`config.mk`:
```
export PLATFORM = sky130hd
export DESIGN_NAME = bldc_zero_cross_commutator_flat
export DESIGN_NICKNAME = d
export VERILOG_FILES = /design/src/hw/rtl/bzc_pkg.sv /design/src/hw/rtl/bzc_if.sv /design/src/hw/rtl/bzc_in_stage.sv /design/src/hw/rtl/bzc_commutator.sv /design/src/hw/rtl/bldc_zero_cross_commutator.sv /design/src/flat_wrapper.sv
export SDC_FILE = /design/constraint.sdc
export NUM_CORES = 1
export LEC_CHECK = 0
export BUFFER_PORTS_ARGS = -buffer_cell sky130_fd_sc_hd__buf_4
export CAP_MARGIN = 40
export CORE_AREA = 2 2 70 72
export DETAILED_ROUTE_END_ITERATION = 16
export DIE_AREA = 0 0 72 74
export GPL_TIMING_DRIVEN = 0
export PLACE_DENSITY = 0.74
export SLEW_MARGIN = 25
export SYNTH_ARGS = -nofsm -noshare
export SYNTH_HDL_FRONTEND = slang
export SYNTH_SLANG_ARGS = --single-unit
```
`constraint.sdc`:
```
create_clock -name clk -period 3.8 [get_ports clk]
set_input_delay 0.57 -clock clk [delete_from_list [all_inputs] [get_ports clk]]
set_output_delay 0.57 -clock clk [all_outputs]
set_load 0.1 [all_outputs]
```
`src/hw/rtl/bzc_pkg.sv`:
```
package bzc_pkg;

  localparam int unsigned DutyW = 16;
  localparam int unsigned PhaseN = 3;

  localparam logic [DutyW-1:0] DUTY_RESET = 16'd200;

  // Port that raised the comparator event
  localparam logic PORT_Z13 = 1'b0;
  localparam logic PORT_Z2  = 1'b1;

  // Z1/Z3 change patterns (bit0 = Z1, bit1 = Z3)
  localparam logic [1:0] DIFF_Z1 = 2'b01;
  localparam logic [1:0] DIFF_Z3 = 2'b10;

  typedef enum logic [2:0] {
    STEP_1 = 3'd1,
    STEP_2 = 3'd2,
    STEP_3 = 3'd3,
    STEP_4 = 3'd4,
    STEP_5 = 3'd5,
    STEP_6 = 3'd6
  } step_t;

  typedef struct packed {
    logic z1_level;
    logic z2_level;
    logic z3_level;
    logic event_port;
  } item_t;

  typedef struct packed {
    logic [PhaseN-1:0] hi;
    logic [PhaseN-1:0] lo;
  } masks_t;

  typedef struct packed {
    logic [PhaseN-1:0] high_pwm_mask;
    logic [PhaseN-1:0] low_on_mask;
    logic [DutyW-1:0]  duty_out;
    logic [2:0]        step_now;
    logic              advanced;
  } result_t;

  // Switch pattern applied when the given step commutates
  function automatic masks_t commutate(step_t s, masks_t m);
    masks_t r;
    r = m;
    unique case (s)
      STEP_1: begin r.hi[2] = 1'b0; r.lo[2] = 1'b0; r.lo[1] = 1'b1; end
      STEP_2: begin r.hi[0] = 1'b0; r.lo[0] = 1'b0; r.hi[2] = 1'b1; end
      STEP_3: begin r.hi[1] = 1'b0; r.lo[1] = 1'b0; r.lo[0] = 1'b1; end
      STEP_4: begin r.hi[2] = 1'b0; r.lo[2] = 1'b0; r.hi[1] = 1'b1; end
      STEP_5: begin r.hi[0] = 1'b0; r.lo[0] = 1'b0; r.lo[2] = 1'b1; end
      STEP_6: begin r.hi[1] = 1'b0; r.lo[1] = 1'b0; r.hi[0] = 1'b1; end
      default: r = m;
    endcase
    return r;
  endfunction

  function automatic step_t next_step(step_t s);
    step_t n;
    unique case (s)
      STEP_1:  n = STEP_2;
      STEP_2:  n = STEP_3;
      STEP_3:  n = STEP_4;
      STEP_4:  n = STEP_5;
      STEP_5:  n = STEP_6;
      STEP_6:  n = STEP_1;
      default: n = STEP_1;
    endcase
    return n;
  endfunction

endpackage

```
`src/hw/rtl/bzc_if.sv`:
```
interface bzc_in_if;
  logic valid;
  logic ready;
  logic z1_level;
  logic z2_level;
  logic z3_level;
  logic event_port;

  modport source (output valid, output z1_level, output z2_level, output z3_level,
                  output event_port, input ready);
  modport sink (input valid, input z1_level, input z2_level, input z3_level,
                input event_port, output ready);
endinterface

interface bzc_out_if;
  logic        valid;
  logic        ready;
  logic [2:0]  high_pwm_mask;
  logic [2:0]  low_on_mask;
  logic [15:0] duty_out;
  logic [2:0]  step_now;
  logic        advanced;

  modport source (output valid, output high_pwm_mask, output low_on_mask,
                  output duty_out, output step_now, output advanced, input ready);
  modport sink (input valid, input high_pwm_mask, input low_on_mask,
                input duty_out, input step_now, input advanced, output ready);
endinterface

interface bzc_cfg_if;
  logic        valid;
  logic        ready;
  logic [15:0] pwm_duty;

  modport source (output valid, output pwm_duty, input ready);
  modport sink (input valid, input pwm_duty, output ready);
endinterface

```
`src/hw/rtl/bzc_in_stage.sv`:
```
module bzc_in_stage (
  input  logic          clk,
  input  logic          rst_n,
  input  logic          in_valid,
  output logic          in_ready,
  input  bzc_pkg::item_t in_item,
  output logic          item_vld,
  input  logic          item_take,
  output bzc_pkg::item_t item
);
  import bzc_pkg::*;

  logic  vld_r, vld_nxt;
  item_t item_r;

  // take a new item when the slot is empty or drains this cycle
  assign in_ready = !vld_r || item_take;
  assign vld_nxt  = (in_valid && in_ready) || (vld_r && !item_take);

  always_ff @(posedge clk) begin
    if (!rst_n) begin
      vld_r <= 1'b0;
    end else begin
      vld_r <= vld_nxt;
    end
  end

  always_ff @(posedge clk) begin
    if (in_valid && in_ready) begin
      item_r <= in_item;
    end
  end

  assign item_vld = vld_r;
  assign item     = item_r;

endmodule

```
`src/hw/rtl/bzc_commutator.sv`:
```
module bzc_commutator (
  input  logic                     clk,
  input  logic                     rst_n,
  input  logic                     item_vld,
  output logic                     item_take,
  input  bzc_pkg::item_t           item,
  input  logic [bzc_pkg::DutyW-1:0] duty,
  output logic                     res_vld,
  input  logic                     res_ready,
  output bzc_pkg::result_t         res
);
  import bzc_pkg::*;

  step_t     step_r, step_nxt;
  logic [1:0] prev_r, prev_nxt;
  masks_t    masks_r, masks_nxt;
  logic      res_vld_r, res_vld_nxt;
  result_t   res_r, res_nxt;

  logic [1:0] cur;
  logic [1:0] diff;
  logic       want_ok;
  step_t      want;
  logic       hit;

  assign item_take = item_vld && (!res_vld_r || res_ready);

  always_comb begin
    cur     = {item.z3_level, item.z1_level};
    diff    = prev_r ^ cur;
    want_ok = 1'b0;
    want    = STEP_1;
    if (item.event_port == PORT_Z13) begin
      if (diff == DIFF_Z1) begin
        want_ok = 1'b1;
        want    = item.z1_level ? STEP_6 : STEP_3;
      end else if (diff == DIFF_Z3) begin
        want_ok = 1'b1;
        want    = item.z3_level ? STEP_2 : STEP_5;
      end
    end else begin
      want_ok = 1'b1;
      want    = item.z2_level ? STEP_4 : STEP_1;
    end
    hit = want_ok && (step_r == want);

    step_nxt  = step_r;
    prev_nxt  = prev_r;
    masks_nxt = masks_r;
    if (item_take) begin
      if (item.event_port == PORT_Z13) begin
        prev_nxt = cur;
      end
      if (hit) begin
        masks_nxt = commutate(step_r, masks_r);
        step_nxt  = next_step(step_r);
      end
    end

    res_nxt.high_pwm_mask = masks_nxt.hi;
    res_nxt.low_on_mask   = masks_nxt.lo;
    res_nxt.duty_out      = duty;
    res_nxt.step_now      = step_nxt;
    res_nxt.advanced      = hit;

    res_vld_nxt = item_take || (res_vld_r && !res_ready);
  end

  always_ff @(posedge clk) begin
    if (!rst_n) begin
      step_r    <= STEP_1;
      prev_r    <= 2'b00;
      masks_r   <= '0;
      res_vld_r <= 1'b0;
    end else begin
      step_r    <= step_nxt;
      prev_r    <= prev_nxt;
      masks_r   <= masks_nxt;
      res_vld_r <= res_vld_nxt;
    end
  end

  always_ff @(posedge clk) begin
    if (item_take) begin
      res_r <= res_nxt;
    end
  end

  assign res_vld = res_vld_r;
  assign res     = res_r;

endmodule

```
`src/hw/rtl/bldc_zero_cross_commutator.sv`:
```
// Six-step sensorless BLDC commutator driven by back-EMF comparator events.
//
// in_ch  : one transfer per comparator event: the three sampled comparator
//          levels and the port that raised it (Z1/Z3 port or Z2 port).
// out_ch : one transfer per event: high-side PWM mask, low-side on mask,
//          the PWM compare value, the step expected next and a flag that
//          tells whether this event commutated.
// cfg_ch : write of the PWM compare value; always ready. Write it only
//          while no event is in flight.
//
// An event passes two registers: the input register, then the step/edge
// decode and mask update into the result register. Throughput is one
// event per cycle while the receiver takes each result, set by the state
// update; the input slot refills while a result waits to be taken.
// If the receiver stalls, the result register holds, then the input
// register fills and in_ch.ready drops until the result is taken.
// Reset (rst_n low, synchronous) returns to step 1, clears the stored
// Z1/Z3 levels and all switch masks, and loads a compare value of 200.
module bldc_zero_cross_commutator (
  input logic         clk,
  input logic         rst_n,
  bzc_in_if.sink      in_ch,
  bzc_out_if.source   out_ch,
  bzc_cfg_if.sink     cfg_ch
);
  import bzc_pkg::*;

  logic [DutyW-1:0] duty_r, duty_nxt;
  item_t            in_item;
  item_t            item;
  logic             item_vld;
  logic             item_take;
  result_t          res;

  // compare value register; writes always complete
  assign cfg_ch.ready = 1'b1;
  assign duty_nxt     = (cfg_ch.valid && cfg_ch.ready) ? cfg_ch.pwm_duty : duty_r;

  always_ff @(posedge clk) begin
    if (!rst_n) begin
      duty_r <= DUTY_RESET;
    end else begin
      duty_r <= duty_nxt;
    end
  end

  // pack the incoming event
  assign in_item.z1_level   = in_ch.z1_level;
  assign in_item.z2_level   = in_ch.z2_level;
  assign in_item.z3_level   = in_ch.z3_level;
  assign in_item.event_port = in_ch.event_port;

  bzc_in_stage u_in_stage (
    .clk       (clk),
    .rst_n     (rst_n),
    .in_valid  (in_ch.valid),
    .in_ready  (in_ch.ready),
    .in_item   (in_item),
    .item_vld  (item_vld),
    .item_take (item_take),
    .item      (item)
  );

  // edge decode, step check and mask update feed the result register
  bzc_commutator u_commutator (
    .clk       (clk),
    .rst_n     (rst_n),
    .item_vld  (item_vld),
    .item_take (item_take),
    .item      (item),
    .duty      (duty_r),
    .res_vld   (out_ch.valid),
    .res_ready (out_ch.ready),
    .res       (res)
  );

  assign out_ch.high_pwm_mask = res.high_pwm_mask;
  assign out_ch.low_on_mask   = res.low_on_mask;
  assign out_ch.duty_out      = res.duty_out;
  assign out_ch.step_now      = res.step_now;
  assign out_ch.advanced      = res.advanced;

endmodule

```
`src/flat_wrapper.sv`:
```
// flat-port wrapper written by rule: the top's interface ports become plain ports
module bldc_zero_cross_commutator_flat import bzc_pkg::*;
  (clk, rst_n, in_ch_valid, in_ch_z1_level, in_ch_z2_level, in_ch_z3_level, in_ch_event_port, in_ch_ready, out_ch_valid, out_ch_high_pwm_mask, out_ch_low_on_mask, out_ch_duty_out, out_ch_step_now, out_ch_advanced, out_ch_ready, cfg_ch_valid, cfg_ch_pwm_duty, cfg_ch_ready);
  bzc_in_if in_ch_i ();
  bzc_out_if out_ch_i ();
  bzc_cfg_if cfg_ch_i ();
  input logic clk;
  input logic rst_n;
  input wire logic [$bits(in_ch_i.valid)-1:0] in_ch_valid;
  input wire logic [$bits(in_ch_i.z1_level)-1:0] in_ch_z1_level;
  input wire logic [$bits(in_ch_i.z2_level)-1:0] in_ch_z2_level;
  input wire logic [$bits(in_ch_i.z3_level)-1:0] in_ch_z3_level;
  input wire logic [$bits(in_ch_i.event_port)-1:0] in_ch_event_port;
  output wire logic [$bits(in_ch_i.ready)-1:0] in_ch_ready;
  output wire logic [$bits(out_ch_i.valid)-1:0] out_ch_valid;
  output wire logic [$bits(out_ch_i.high_pwm_mask)-1:0] out_ch_high_pwm_mask;
  output wire logic [$bits(out_ch_i.low_on_mask)-1:0] out_ch_low_on_mask;
  output wire logic [$bits(out_ch_i.duty_out)-1:0] out_ch_duty_out;
  output wire logic [$bits(out_ch_i.step_now)-1:0] out_ch_step_now;
  output wire logic [$bits(out_ch_i.advanced)-1:0] out_ch_advanced;
  input wire logic [$bits(out_ch_i.ready)-1:0] out_ch_ready;
  input wire logic [$bits(cfg_ch_i.valid)-1:0] cfg_ch_valid;
  input wire logic [$bits(cfg_ch_i.pwm_duty)-1:0] cfg_ch_pwm_duty;
  output wire logic [$bits(cfg_ch_i.ready)-1:0] cfg_ch_ready;
  assign in_ch_i.valid = in_ch_valid;
  assign in_ch_i.z1_level = in_ch_z1_level;
  assign in_ch_i.z2_level = in_ch_z2_level;
  assign in_ch_i.z3_level = in_ch_z3_level;
  assign in_ch_i.event_port = in_ch_event_port;
  assign in_ch_ready = in_ch_i.ready;
  assign out_ch_valid = out_ch_i.valid;
  assign out_ch_high_pwm_mask = out_ch_i.high_pwm_mask;
  assign out_ch_low_on_mask = out_ch_i.low_on_mask;
  assign out_ch_duty_out = out_ch_i.duty_out;
  assign out_ch_step_now = out_ch_i.step_now;
  assign out_ch_advanced = out_ch_i.advanced;
  assign out_ch_i.ready = out_ch_ready;
  assign cfg_ch_i.valid = cfg_ch_valid;
  assign cfg_ch_i.pwm_duty = cfg_ch_pwm_duty;
  assign cfg_ch_ready = cfg_ch_i.ready;
  bldc_zero_cross_commutator u_core (.clk(clk), .rst_n(rst_n), .in_ch(in_ch_i), .out_ch(out_ch_i), .cfg_ch(cfg_ch_i));
endmodule
```
### Yosys cells after proc, flatten, opt, wreduce, memory -nomap -nowiden

Cells that the tools add are included.

* output and inout port bits: 29
* register bits: 59
* bits of input ports: 25

* mux-type cells: 20
* bitwise gates (word level): 2
* reductions and logical operators: 17
* equality and inequality tests: 9

Operators with widths (count)
* 3-bit 2-to-1 mux: 8
* 3-bit case mux with 5 select lines: 1
* 6-bit 2-to-1 mux: 2
* 1-bit case mux with 2 select lines: 6
* 3-bit == test, second input constant: 3
* 3-bit by 2-bit == test with 1-bit output, second input constant: 2
* 2-bit OR reduction: 3
* 1-bit logical AND: 5
* 1-bit zero test: 4
* 1-bit logical OR: 4
* 3-bit by 1-bit == test with 1-bit output, second input constant: 1
* 3-bit == test: 1
* 1-bit 2-to-1 mux: 3
* 2-bit by 1-bit == test with 1-bit output, second input constant: 1
* 2-bit == test, second input constant: 1
* 2-bit AND reduction: 1
* 2-bit XOR: 1
* 1-bit inverter: 1

### Depth between registers and ports, before layout

* depth after elaboration: 9
* depth in mapped cells: 10

### Hierarchy

A second synthesis with hierarchy kept.

* cell total of the unflattened synthesis: 197
* area total of the unflattened synthesis: 2463.6 µm²

By module, submodules not included
* bzc_commutator: area an instance 1666.6 µm², times used 1, cells each 135, seq. area each 1021.0 µm²
* bldc_zero_cross_commutator: area an instance 619.3 µm², times used 1, cells each 53, seq. area each 320.3 µm²
* bzc_in_stage: area an instance 177.7 µm², times used 1, cells each 9, seq. area each 140.1 µm²

### Least setup slack after synthesis

No wires, ideal clock.

* kind: register to register
* start point: register u_core.u_commutator.res_vld_r (netlist: u_core.u_commutator.res_vld)
* end point: register u_core.u_commutator.res_r (netlist bit u_core.u_commutator.res[20]) (data pin)
* arrival time: 3188 ps
* buffers on the path: 1
* stages on the path, launching flop included: 8
* path slack: 356 ps
* required time: 3544 ps
* period minus slack after synthesis: 3444 ps
* cells stage by stage: dfxtp_1 nor2b_1 nor2b_1 o21ai_0 a21oi_2 buf_6 nand3_1 o211a_1

RTL lines
* start, declared: line bzc_commutator.sv:17 `logic res_vld_r, res_vld_nxt;`
* start signal, assigned: line bzc_commutator.sv:79 `res_vld_r <= res_vld_nxt;`
* end signal, assigned: line bzc_commutator.sv:85 `res_r <= res_nxt;`
* end, declared: line bzc_commutator.sv:18 `result_t res_r, res_nxt;`

### Final worst setup path

* start point: register u_core.u_in_stage.item_r (netlist bit u_core.u_in_stage.item[1])
* end point: register u_core.u_commutator.res_r (netlist bit u_core.u_commutator.res[3]) (data pin)

* cells in the longest elaborated chain, start to end: 9

RTL lines
* start, declared: line bzc_in_stage.sv:14 `item_t item_r;`
* start signal, assigned: line bzc_in_stage.sv:30 `item_r <= in_item;`
* 2-bit XOR: line bzc_commutator.sv:30 `diff = prev_r ^ cur;`
* 2-bit == test: line bzc_commutator.sv:37 `end else if (diff == DIFF_Z3) begin`
* 3-bit 2-to-1 mux: line bzc_commutator.sv:37
* 3-bit 2-to-1 mux: line bzc_commutator.sv:34 `if (diff == DIFF_Z1) begin`
* 3-bit 2-to-1 mux: line bzc_commutator.sv:33 `if (item.event_port == PORT_Z13) begin`
* 3-bit == test: line bzc_commutator.sv:45 `hit = want_ok && (step_r == want);`
* 1-bit logical AND (*): line bzc_commutator.sv:45
* 3-bit 2-to-1 mux (*): line bzc_commutator.sv:54 `if (hit) begin`
* 3-bit 2-to-1 mux (*): line bzc_commutator.sv:50 `if (item_take) begin`
* named net u_core.u_commutator.step_nxt[2]: line bzc_commutator.sv:14 `step_t step_r, step_nxt;`

The timed path passes the listed nets; every way through them passes the cells marked *.
A chain may end at the register's enable or synchronous reset.

==> flow_summary.toml <==
[logic_synthesis]
syn_inst = 191
ys.flop_type = "edfxtp_1"
synthDistinctLibCells = 41
yosysTopAreaCell = "edfxtp_1"
netlist_area_um2 = 2320
seq_area_frac_synth = 0.637
synthArstFlopShare = 0
syn_nets = 218
ys_warn_count = 0
synth_area_leaders = "edfxtp_1 (39%), dfxtp_1 (25%), mux2i_1 (9.5%)"
synth_top_area_share = 0.388
synth_seq_cells = 59
synth_edf_count = 30
postSynthAreaPerCell_um2 = 12.2

[grt]
grt_pass1_wl_um = 6490
grt_pass1_vias = 1476
grt.total_usage = 0.165
antenna_found_initial = 0
grt-ovfl-total = 0
grt_max_degree = 21

[final_layout]
utilization = 0.657
diodes = 0
final_cell_mix = "buf_4 (52), edfxtp_1 (30), dfxtp_1 (29), nor2_1 (25), mux2i_1 (22)"
regArea_um2 = 1480
finalNonFillerCells = 312
drive_gt1_frac = 0.298
fillers = 378
multi_input_area_um2 = 762
final_common_cell = "buf_4"
fin_area_um2 = 3020
fin_nets = 280
syn2layout_area_growth_pct = 29.9

[critical_path]
crit_type = "reg -> reg"
crit_path_start = "u_core.u_in_stage.item[1]"
crit_chain = "xnor2_1, inv_1, ha_1, or3b_4, a21o_1, a2111o_1, a21oi_1, mux2i_1, inv_1"
slowest_delay_ns = 0.48
crit_slowest_cell = "edfxtp_1"
crit_fanout = 6
crit_family = "compound AO/OA/AOI/OAI gates"
crit_buf_inv = 2
critPathMostFrequentCell = "inv_1"
crit_arrival_ns = 3.07
end_kind = "register"
start_kind = "register"
critical_path_required_ns = 3.88
worstReg2RegStart = "u_core.u_in_stage.item[1]"

[timing]
finalCritPeriodShare = 0.787
rsz0062_at_grt = "no"
slew_viol_final = 0
slew_headroom = 0.472
period_needed_ns = 2.99
skew_ns = 0.00547
max_slew.worst_pin.slew_ns = 0.792
max_freq_mhz = 334
fin_ws_ns = 0.810
hold_violations = 0
setup_viol = 0

[drt]
drtPass1Iterations = 4
dr_total_vias = 1605
initialDrtViolationCount = 68
wire_per_inst_um = 13.4
viasPerCell = 5.14
finalWirelength_um = 4180
drc = 0
drtAntennaViolNets = 0

[pwr]
powerDensity_nw_per_um2 = 514
p_int_mw = 1.15
p_comb_frac = 0.145
pwr-share-seq = 0.459
leakagePower_nw = 1.30
power.net_switching_uw = 402
ir_drop_v = 0.000377
switching_share = 0.259
clkPwrFrac = 0.396

[outcome]
status = "finished clean"

[clock_network]
cts_tree = "built"
cts_setup_buffers = 0
cts_buffers = 9
cts_root_buf = "clkbuf_8"
ctsHoldBuffers = 0
clk-insertion-delay-late_ns = 0.33
clk_pin_slew_worst_paths_ns = 0.06
post_cts_resized = 0
cts_max_level = 3
cts_sinks = 59
clock_path_buffers = 2

[placement]
port_buffers = 50
dpl.cell_count = 296
hpwl_um = 2820
dp_slack_ns = 0.834
place_congestion = 0.763
placed_cell_area_um2 = 2800

[floorplan]
rows = 25
fp.dieArea_um2 = 5330
initial_core_util = 0.506
io_pins = 54
die_x_um = 72
fp.dieH_um = 74
coreArea_um2 = 4600

[worst_hold_path]
hold_path_class = "in -> reg"
hold_path_startpoint = "in_ch_event_port"

[job]
drv_cap = 0
==> final cells by class <==
cell class | count | share of cell area
multi-input cells | 113 | 0.252
plain buffers | 11 | 0.0195
flip-flops and latches | 59 | 0.490
clock buffers | 11 | 0.0468
well taps | 54 | 0.0224
repair buffers | 51 | 0.133
clock inverters | 5 | 0.0253
inverters | 8 | 0.00994
==> power groups by stage <==
stage / registers [mW] / clock network, mW / logic (mW)
6_report: 0.714 / 0.615 / 0.225
5_1_grt: 0.716 / 0.657 / 0.237
4_1_cts: 0.714 / 0.628 / 0.226
3_5_place_dp: 0.727 / 0 / 0.226
3_3_place_gp: 0.727 / 0 / 0.219
2_1_floorplan: 0.824 / 0 / 0.0703
==> cells by family after synthesis <==
logic type / count (synthesis) / share of synthesized area
AO/OA/AOI/OAI: 32 / 0.101
XOR/XNOR: 2 / 0.00754
adder cells (fa/ha/maj): 2 / 0.0108
buffers and inverters: 19 / 0.0382
flip-flops: 59 / 0.637
multiplexers: 22 / 0.0947
other: 1 / 0.00161
AND/OR/NAND/NOR: 54 / 0.109
==> cells in the mapped netlist (2+ instances only) <==
cell type  count
a21oi_1       14
and2_1         2
buf_2          2
buf_4          2
clkbuf_1       6
dfxtp_1       29
edfxtp_1      30
ha_1           2
inv_1          8
mux2i_1       22
nand2_1       10
nand2b_1       2
nand3_1        6
nor2_1        25
nor2b_1        3
o2111a_1       2
o211a_1        2
==> worst reg2reg max path: stages (launching register included) <==
cell      delay, ns
edfxtp_1       0.48
xnor2_1        0.18
inv_1          0.07
ha_1           0.19
or3b_4         0.41
a21o_1         0.19
a2111o_1       0.46
a21oi_1        0.41
mux2i_1        0.29
inv_1          0.06
==> metrics by stage <==
stage,power (mW),setup TNS [ns],hold WS (ns)
global route,1.61,0,0.404
finish,1.55,0,0.415
detailed placement,0.953,0,0.413
floorplan,0.894,0,0.408
CTS,1.57,0,0.406
global placement,0.946,-0.950,0.409
==> worst paths after layout <==
check	endpoint	slack, ns	cells past startpoint
setup / recovery	u_core.u_commutator.res[3]	0.81	9
hold / removal	u_core.u_in_stage.item[0]	0.41	1
setup reg to reg	u_core.u_commutator.res[3]	0.81	9
hold reg to reg	u_core.u_commutator.res[19]	0.43	0
==> state kept, by name, indices dropped and copies added, names as in the netlist <==
register	count
u_core.u_commutator.res_vld	1
u_core.u_commutator.prev_r	2
u_core.u_in_stage.item_vld	1
u_core.u_commutator.res	26
u_core.u_commutator.step_r	3
u_core.u_in_stage.item	4
u_core.u_commutator.masks_r	6
u_core.duty_r	16
==> layer usage <==
layer  share of wire  vias up  track usage
met5               0        -            0
met4           0.022        0        0.101
met3           0.061        9       0.0556
met2            0.48       44        0.260
met1            0.44      745        0.196
li1                -      807            -
Power figures use the tool's default switching activity.
